==> config.mk <==
export PLATFORM = sky130hd
export DESIGN_NAME = multi_slot_heartbeat_watchdog
export DESIGN_NICKNAME = d
export VERILOG_FILES = /design/src/rtl/msw_pkg.sv /design/src/rtl/multi_slot_heartbeat_watchdog.sv /design/src/rtl/msw_cell.sv
export SDC_FILE = /design/constraint.sdc
export NUM_CORES = 2
export LEC_CHECK = 0
export ABC_CLOCK_PERIOD_IN_PS = 7700
export BUFFER_PORTS_ARGS = -buffer_cell sky130_fd_sc_hd__buf_4
export CAP_MARGIN = 20
export CORE_ASPECT_RATIO = 2
export CORE_UTILIZATION = 35
export DETAILED_ROUTE_END_ITERATION = 10
export GPL_TIMING_DRIVEN = 0
export PLACE_DENSITY = 0.54
export SETUP_SLACK_MARGIN = 0.2
export SYNTH_ARGS = -nofsm -noshare
export SYNTH_HDL_FRONTEND = slang
export SYNTH_SLANG_ARGS = --single-unit
==> constraint.sdc <==
create_clock -name i_clk -period 7.7 [get_ports i_clk]
set_input_delay 1.54 -clock i_clk [delete_from_list [all_inputs] [get_ports i_clk]]
set_output_delay 1.54 -clock i_clk [all_outputs]
set_load 0.03 [all_outputs]
==> src/rtl/msw_pkg.sv <==
// ----------------------------------------------------------------------------
// msw_pkg
// Types and constants shared by the multi-slot heartbeat watchdog.
// ----------------------------------------------------------------------------
package msw_pkg;

    localparam int SLOTS        = 16;
    localparam int SLOT_W       = 8;
    localparam int UNITS_W      = 16;
    localparam int SCALE_W      = 8;
    localparam int CNT_W        = 16;
    localparam int LIM_W        = 24;
    localparam int IDX_W        = 4;
    localparam int PROD_W       = CNT_W + 5;
    localparam int CHECK_PERIOD = 30;

    localparam logic [SCALE_W-1:0] SCALE_RESET = SCALE_W'(1);

    typedef enum logic [1:0] {
        ACT_KICK = 2'd0,
        ACT_REG  = 2'd1,
        ACT_FREE = 2'd2,
        ACT_TICK = 2'd3
    } t_action;

    typedef enum logic [1:0] {
        COP_NONE,
        COP_KICK,
        COP_REG,
        COP_FREE
    } t_cell_op;

    typedef enum logic [2:0] {
        ST_IDLE,
        ST_EXEC,
        ST_COMMIT,
        ST_WALK,
        ST_RESP
    } t_state;

    typedef struct packed {
        t_action             action;
        logic [SLOT_W-1:0]   slot;
        logic [UNITS_W-1:0]  timeout_units;
    } t_in;

    typedef struct packed {
        logic             tripped;
        logic [IDX_W-1:0] trip_slot;
    } t_out;

    // Broadcast write command from the controller to every cell.
    typedef struct packed {
        t_cell_op          op;
        logic [SLOT_W-1:0] slot;
        logic [LIM_W-1:0]  limit;
    } t_cell_cmd;

endpackage

==> src/rtl/multi_slot_heartbeat_watchdog.sv <==
// ----------------------------------------------------------------------------
// multi_slot_heartbeat_watchdog
// Watchdog over a row of slot cells with a sticky trip flag.
// ----------------------------------------------------------------------------
// Usage:
//   Command channel: drive i_cmd and pulse start while busy is low; the
//   transaction is taken at that edge. busy stays high until the result is
//   out. Each transaction yields one result on o_result, marked by o_done for
//   exactly one cycle; the receiver cannot stall it.
//   Kick and unregister pass through EXEC and RESP; register also passes
//   through COMMIT. A check tick sends a token down the row of cells, one
//   slot per cycle, and the walk ends early if a slot trips partway.
//   After a trip, IDLE goes straight to RESP with the latched result.
//   Config: i_cfg_we writes i_cfg_wdata into check_scale; write only while
//   busy is low.
//   Reset (synchronous, active low) frees all slots, clears counters, limits
//   and the trip flag, and sets check_scale to 1. No clearing pass needed.
// ----------------------------------------------------------------------------
module multi_slot_heartbeat_watchdog
    import msw_pkg::*;
(
    input  logic               i_clk,
    input  logic               i_rst_n,
    input  logic               start,
    input  t_in                i_cmd,
    output logic               busy,
    output logic               o_done,
    output t_out               o_result,
    input  logic               i_cfg_we,
    input  logic [SCALE_W-1:0] i_cfg_wdata
);

    t_state              r_state;
    t_state              n_state;
    t_in                 r_item;
    logic [LIM_W-1:0]    r_lim;
    logic                r_trip;
    logic [IDX_W-1:0]    r_trip_idx;
    logic [SCALE_W-1:0]  r_scale;

    t_cell_cmd           cell_cmd;
    logic                tok_start;
    logic [SLOTS:0]      tok_chain;
    logic [SLOTS-1:0]    trip_vec;
    logic [IDX_W-1:0]    trip_idx;
    logic                walk_done;
    logic [LIM_W-1:0]    lim_mul;
    logic [LIM_W-1:0]    lim_floor;

    assign tok_chain[0] = tok_start;
    assign walk_done    = tok_chain[SLOTS];

    genvar gi;
    generate
        for (gi = 0; gi < SLOTS; gi++) begin : g_cell
            msw_cell u_cell (
                .i_clk   (i_clk),
                .i_rst_n (i_rst_n),
                .i_index (SLOT_W'(gi)),
                .i_cmd   (cell_cmd),
                .i_tok   (tok_chain[gi]),
                .o_tok   (tok_chain[gi+1]),
                .o_trip  (trip_vec[gi])
            );
        end
    endgenerate

    // at most one cell holds the token, so OR of indexes is the tripping slot
    always_comb begin
        trip_idx = '0;
        for (int i = 0; i < SLOTS; i++) begin
            if (trip_vec[i]) begin
                trip_idx = trip_idx | IDX_W'(i);
            end
        end
    end

    assign lim_mul   = LIM_W'(r_item.timeout_units) * LIM_W'(r_scale);
    assign lim_floor = LIM_W'(r_scale) * LIM_W'(CHECK_PERIOD);

    always_ff @(posedge i_clk) begin
        if (!i_rst_n) begin
            r_state <= ST_IDLE;
        end else begin
            r_state <= n_state;
        end
    end

    always_comb begin
        n_state        = r_state;
        busy           = 1'b1;
        o_done         = 1'b0;
        tok_start      = 1'b0;
        cell_cmd.op    = COP_NONE;
        cell_cmd.slot  = r_item.slot;
        cell_cmd.limit = r_lim;
        case (r_state)
            ST_IDLE: begin
                busy = 1'b0;
                if (start) begin
                    n_state = r_trip ? ST_RESP : ST_EXEC;
                end
            end
            ST_EXEC: begin
                case (r_item.action)
                    ACT_TICK: begin
                        tok_start = 1'b1;
                        n_state   = ST_WALK;
                    end
                    ACT_REG: begin
                        n_state = ST_COMMIT;
                    end
                    ACT_KICK: begin
                        cell_cmd.op = COP_KICK;
                        n_state     = ST_RESP;
                    end
                    default: begin
                        cell_cmd.op = COP_FREE;
                        n_state     = ST_RESP;
                    end
                endcase
            end
            ST_COMMIT: begin
                cell_cmd.op = COP_REG;
                n_state     = ST_RESP;
            end
            ST_WALK: begin
                if (walk_done || (trip_vec != '0)) begin
                    n_state = ST_RESP;
                end
            end
            ST_RESP: begin
                o_done  = 1'b1;
                n_state = ST_IDLE;
            end
            default: begin
                n_state = ST_IDLE;
            end
        endcase
    end

    always_ff @(posedge i_clk) begin
        if (!i_rst_n) begin
            r_trip     <= 1'b0;
            r_trip_idx <= '0;
            r_scale    <= SCALE_RESET;
        end else begin
            if (i_cfg_we) begin
                r_scale <= i_cfg_wdata;
            end
            if ((r_state == ST_WALK) && (trip_vec != '0)) begin
                r_trip     <= 1'b1;
                r_trip_idx <= trip_idx;
            end
        end
    end

    // payload registers
    always_ff @(posedge i_clk) begin
        if ((r_state == ST_IDLE) && start) begin
            r_item <= i_cmd;
        end
        if (r_state == ST_EXEC) begin
            r_lim <= (lim_mul < lim_floor) ? lim_floor : lim_mul;
        end
    end

    assign o_result.tripped   = r_trip;
    assign o_result.trip_slot = r_trip_idx;

    // ---- assertions ----
    a_one_trip: assert property (@(posedge i_clk) disable iff (!i_rst_n)
        $onehot0(trip_vec))
        else $error("more than one cell tripped");

    a_trip_in_walk: assert property (@(posedge i_clk) disable iff (!i_rst_n)
        (trip_vec != '0) |-> (r_state == ST_WALK))
        else $error("trip outside of a tick walk");

    a_sticky: assert property (@(posedge i_clk) disable iff (!i_rst_n)
        r_trip |=> (r_trip && $stable(r_trip_idx)))
        else $error("trip flag or slot changed after trip");

    // an accepted transaction raises busy in the next cycle
    a_accept_busy: assert property (@(posedge i_clk) disable iff (!i_rst_n)
        (start && !busy) |=> busy)
        else $error("accepted transaction did not raise busy");

    a_done_idle: assert property (@(posedge i_clk) disable iff (!i_rst_n)
        o_done |=> !busy)
        else $error("block not idle after result");

endmodule

==> src/rtl/msw_cell.sv <==
// ----------------------------------------------------------------------------
// msw_cell
// One watchdog slot: used flag, heartbeat counter and limit. Checks its slot
// when the walk token arrives and passes the token on unless it trips.
// ----------------------------------------------------------------------------
module msw_cell
    import msw_pkg::*;
(
    input  logic              i_clk,
    input  logic              i_rst_n,
    input  logic [SLOT_W-1:0] i_index,
    input  t_cell_cmd         i_cmd,
    input  logic              i_tok,
    output logic              o_tok,
    output logic              o_trip
);

    logic              r_used;
    logic [CNT_W-1:0]  r_count;
    logic [LIM_W-1:0]  r_limit;
    logic              r_tok;

    logic [PROD_W-1:0] prod;
    logic              over;
    logic              hit;

    // counter * 30 against limit
    assign prod   = PROD_W'(r_count) * PROD_W'(CHECK_PERIOD);
    assign over   = LIM_W'(prod) > r_limit;
    assign hit    = (i_cmd.slot == i_index);
    assign o_trip = r_tok & r_used & over;
    assign o_tok  = r_tok & ~(r_used & over);

    always_ff @(posedge i_clk) begin
        if (!i_rst_n) begin
            r_used  <= 1'b0;
            r_count <= '0;
            r_limit <= '0;
            r_tok   <= 1'b0;
        end else begin
            r_tok <= i_tok;
            if (r_tok && r_used && !over) begin
                r_count <= r_count + CNT_W'(1);
            end
            if (hit) begin
                case (i_cmd.op)
                    COP_KICK: begin
                        r_count <= '0;
                    end
                    COP_REG: begin
                        r_used  <= 1'b1;
                        r_limit <= i_cmd.limit;
                    end
                    COP_FREE: begin
                        r_used  <= 1'b0;
                        r_count <= '0;
                        r_limit <= '0;
                    end
                    default: begin
                    end
                endcase
            end
        end
    end

endmodule

==> impl_metrics.prom <==
# TYPE chip_impl_metric gauge
chip_impl_metric{name="detail_route.first_pass.iterations",unit=""} 5
chip_impl_metric{name="setup_slack",unit="ns"} 0.5094
chip_impl_metric{name="h_tree_depth",unit=""} 3
chip_impl_metric{name="detailedPlace.worstSlack",unit="ns"} -0.8376
chip_impl_info{name="postSynth.topFlopCell",value="sky130_fd_sc_hd__dfxtp_1"} 1
chip_impl_metric{name="die_width",unit="um"} 310.8
chip_impl_info{name="root_buffer",value="sky130_fd_sc_hd__clkbuf_16"} 1
chip_impl_metric{name="final_min_period_over_clock_period",unit="%"} 93.38
chip_impl_metric{name="seq_area_frac_synth",unit="%"} 22.89
chip_impl_metric{name="synth_mux_area_share",unit="%"} 0.6693
chip_impl_metric{name="syn_to_final_growth",unit="%"} 10.19
chip_impl_metric{name="timing_worst_slew_pin_value",unit="ns"} 1.076
chip_impl_metric{name="setup_violations",unit=""} 0
chip_impl_metric{name="maxClockFrequency",unit="GHz"} 0.1391
chip_impl_metric{name="grt_pass1_wl",unit="um"} 286700
chip_impl_metric{name="drc_errors",unit=""} 0
chip_impl_metric{name="synth_compound_area_share",unit="%"} 11.74
chip_impl_metric{name="fin_skew",unit="ns"} 0.02736
chip_impl_metric{name="leakagePower",unit="uW"} 0.03365
chip_impl_info{name="grt_setup_unrepaired",value="true"} 1
chip_impl_metric{name="clock_slew_seen_by_the_registers_of_the_worst_setup_and_hold_paths",unit="ns"} 0.07
chip_impl_metric{name="port_buffers",unit=""} 42
chip_impl_metric{name="n_fill_cell",unit=""} 19539
chip_impl_metric{name="post_cts_hold_buffer_count",unit=""} 0
chip_impl_metric{name="num_vias",unit=""} 51150
chip_impl_metric{name="first_global_vias",unit=""} 54288
chip_impl_metric{name="layout.area.seq",unit="um^2"} 15290
chip_impl_metric{name="drt-total-wl",unit="um"} 178800
chip_impl_metric{name="hold_viol_final",unit=""} 0
chip_impl_info{name="final_common_cell",value="sky130_fd_sc_hd__inv_1"} 1
chip_impl_metric{name="dp_hpwl",unit="um"} 148200
chip_impl_metric{name="max_cap_violations",unit=""} 0
chip_impl_metric{name="number_of_vias_per_cell_after_detailed_routing",unit=""} 4.892
chip_impl_metric{name="synth_area_in_simple_gates",unit="%"} 15.41
chip_impl_metric{name="synthesis.area_per_instance",unit="um^2"} 8.632
chip_impl_metric{name="final_critical_delay_including_setup_and_external_delays",unit="ns"} 7.191
chip_impl_metric{name="post_route_cells_drive_above_1_share",unit="%"} 3.990
chip_impl_info{name="hold_path_class",value="flop to flop"} 1
chip_impl_info{name="run_status",value="completed"} 1
chip_impl_info{name="critPathKind",value="flop to flop"} 1
chip_impl_metric{name="syn_nets",unit=""} 9296
chip_impl_metric{name="core-area",unit="um^2"} 189500
chip_impl_info{name="worstSetupStartpointType",value="flop"} 1
chip_impl_metric{name="grt_util_all_layers",unit="%"} 18.72
chip_impl_metric{name="ant_nets",unit=""} 0
chip_impl_metric{name="pin_count_of_the_biggest_net_entering_global_routing",unit=""} 17
chip_impl_metric{name="final_nets",unit=""} 9451
chip_impl_metric{name="synthesis.area",unit="um^2"} 66740
chip_impl_metric{name="synthDistinctLibCells",unit=""} 85
chip_impl_metric{name="synth_xor_area_share",unit="%"} 6.457
chip_impl_metric{name="ys_ff_latch",unit=""} 738
chip_impl_metric{name="cp_data_arrival_time",unit="ns"} 7.74
chip_impl_metric{name="die_h",unit="um"} 619.5
chip_impl_metric{name="clock_path_buffers",unit=""} 3
chip_impl_metric{name="power_density",unit="nW/um^2"} 136.0
chip_impl_metric{name="area_occupied_by_multi_input_gates",unit="um^2"} 46430
chip_impl_metric{name="first_iter_violations",unit=""} 1875
chip_impl_metric{name="post-route-util",unit="%"} 38.81
chip_impl_metric{name="final.hold.worst_slack",unit="ns"} 0.4447
chip_impl_metric{name="overflow_left_after_global_routing",unit=""} 0
chip_impl_metric{name="std_cell_rows",unit=""} 226
chip_impl_metric{name="netlist_instances",unit=""} 7731
chip_impl_metric{name="count_of_clock_tree_sinks",unit=""} 738
chip_impl_metric{name="fraction_of_synthesis_flops_using_an_asynchronous_set_or_reset_pin",unit="%"} 0
chip_impl_metric{name="synth_enable_flop_cells",unit=""} 50
chip_impl_metric{name="detail_route.wl_per_cell",unit="um"} 17.11
chip_impl_metric{name="boundaryPins",unit=""} 45
chip_impl_metric{name="ir_worst_vdd",unit="uV"} 217.2
chip_impl_info{name="main_combinational_cell_family_by_area_after_synthesis",value="adder cells"} 1
chip_impl_info{name="tritoncts",value="yes"} 1
chip_impl_metric{name="floorplan.initialDensity",unit="%"} 35.23
chip_impl_metric{name="worst-endpoint-required",unit="ns"} 8.25
chip_impl_metric{name="timing.critical_path.fanout_max",unit=""} 7
chip_impl_metric{name="insertion_delay",unit="ns"} 0.69
chip_impl_metric{name="cts_buffers",unit=""} 75
chip_impl_metric{name="die_area",unit="um^2"} 192500
chip_impl_metric{name="worst_slew_margin_rel",unit="%"} 28.12
chip_impl_metric{name="grt_antenna_before_repair",unit=""} 4
chip_impl_metric{name="synthAdderAreaFrac",unit="%"} 34.94
chip_impl_metric{name="gp_congestion",unit=""} 0.8870
chip_impl_metric{name="finalMaxSlewViolations",unit=""} 0
chip_impl_info{name="most_frequent_cells_in_the_layout",value="sky130_fd_sc_hd__inv_1, sky130_fd_sc_hd__ha_1, sky130_fd_sc_hd__nand2_1"} 1
chip_impl_metric{name="yosys_warnings",unit=""} 0
chip_impl_metric{name="tns",unit="ns"} 0
chip_impl_info{name="end_kind",value="flop"} 1
[synthesized netlist by cell type (161+ instances only)]
cell | count | share of area, %
sky130_fd_sc_hd__inv_1 | 1203 | 6.8
sky130_fd_sc_hd__ha_1 | 966 | 18
sky130_fd_sc_hd__nand2_1 | 961 | 5.4
sky130_fd_sc_hd__fa_1 | 561 | 17
sky130_fd_sc_hd__xnor2_1 | 443 | 5.8
sky130_fd_sc_hd__a21oi_1 | 518 | 3.9
sky130_fd_sc_hd__o21ai_0 | 167 | 1.3
sky130_fd_sc_hd__nor2_1 | 582 | 3.3
sky130_fd_sc_hd__nand3_1 | 161 | 1.2
sky130_fd_sc_hd__clkbuf_1 | 192 | 1.1
sky130_fd_sc_hd__dfxtp_1 | 688 | 21
sky130_fd_sc_hd__and2_1 | 171 | 1.6
[where the power goes]
| part | switching [uW] | internal [uW] | total, uW | leakage [uW] |
|---|---|---|---|---|
| combinational | 1340 | 583 | 1920 | 0.0264 |
| clock | 1790 | 2240 | 4030 | 0.00127 |
| sequential | 79.0 | 3960 | 4040 | 0.00602 |
[worst paths after layout]
path,start,endpoint,slack (ns),cells after the start
worst max-delay path,g_cell[12].u_cell.r_count[2],g_cell[12].u_cell.r_count[15],0.51,26
worst min-delay path,g_cell[6].u_cell.r_tok,g_cell[7].u_cell.r_tok,0.44,2
worst max register to register,g_cell[12].u_cell.r_count[2],g_cell[12].u_cell.r_count[15],0.51,26
worst min register to register,g_cell[6].u_cell.r_tok,g_cell[7].u_cell.r_tok,0.44,2
[critical path: stages (launching register included)]
cell and delay [ns]:
sky130_fd_sc_hd__dfxtp_1 0.47, sky130_fd_sc_hd__inv_1 0.17, sky130_fd_sc_hd__fa_1 0.53, sky130_fd_sc_hd__fa_1 0.52, sky130_fd_sc_hd__inv_1 0.05, sky130_fd_sc_hd__ha_1 0.32, sky130_fd_sc_hd__a21o_1 0.17, sky130_fd_sc_hd__a21oi_1 0.23
sky130_fd_sc_hd__o21bai_1 0.10, sky130_fd_sc_hd__a21oi_1 0.22, sky130_fd_sc_hd__o21bai_1 0.12, sky130_fd_sc_hd__a211o_1 0.37, sky130_fd_sc_hd__a2111oi_4 0.41, sky130_fd_sc_hd__o31ai_1 0.18, sky130_fd_sc_hd__a21oi_1 0.26, sky130_fd_sc_hd__xnor2_2 0.22
sky130_fd_sc_hd__ha_1 0.32, sky130_fd_sc_hd__and4_1 0.18, sky130_fd_sc_hd__a221o_1 0.35, sky130_fd_sc_hd__a2bb2oi_1 0.26, sky130_fd_sc_hd__a22oi_2 0.15, sky130_fd_sc_hd__buf_12 0.17, sky130_fd_sc_hd__nor2_4 0.24, sky130_fd_sc_hd__nand3_2 0.22
sky130_fd_sc_hd__or4_4 0.57, sky130_fd_sc_hd__o211ai_1 0.18, sky130_fd_sc_hd__o31ai_1 0.09
[registers in the layout, summed over array words and instances, names as in the netlist]
name / count
g_cell.u_cell.r_limit: 384
g_cell.u_cell.r_count: 256
r_lim: 24
r_item: 18
g_cell.u_cell.r_tok: 16
g_cell.u_cell.r_used: 16
cell_cmd: 8
r_scale: 8
r_trip_idx: 4
r_state: 3
r_trip: 1
[cells by family after synthesis]
logic type	Yosys count
AND/OR/NAND/NOR	2285
adder cells (fa/ha/maj)	1527
buffers and inverters	1401
AO/OA/AOI/OAI	1246
flip-flops	738
XOR/XNOR	492
multiplexers	42
[through the flow]
stage	cell area [um^2]	std cells	total power, uW
finish	73530	10455	10000
global route	73530	10455	10380
CTS	73280	10447	10140
detailed placement	70620	10311	6065
global placement	70190	10281	5977
floorplan	66740	7731	5116
[area by class of cell]
type | count | area share [%]
multi-input combinational | 5592 | 63.14
sequential | 738 | 20.79
buffer | 197 | 1.062
clock inverter | 49 | 0.8048
antenna | 2 | 0.006806
clock buffer | 87 | 2.738
tap | 2508 | 4.267
inverter | 1204 | 6.146
timing repair buffer | 78 | 1.043
[what timing repair did]
item / CTS / global route
setup endpoints to repair: 57 / 102
cloned: 0 / 0
gates resized for setup: 19 / 46
setup buffers: 0 / 3
pin swaps: 1 / 4
[per-layer routing]
metal / share of wire [%] / global-route usage [%] / wire length (um) / vias to the layer above
li1: - / - / - / 25273
met1: 35 / 18.17 / 63310 / 24818
met2: 56 / 38.06 / 100100 / 707
met3: 2.7 / 1.765 / 4834 / 348
met4: 5.9 / 10.03 / 10570 / 4
met5: 0.013 / 0 / 23 / -
Note: power is estimated with default switching activity, not from simulation.
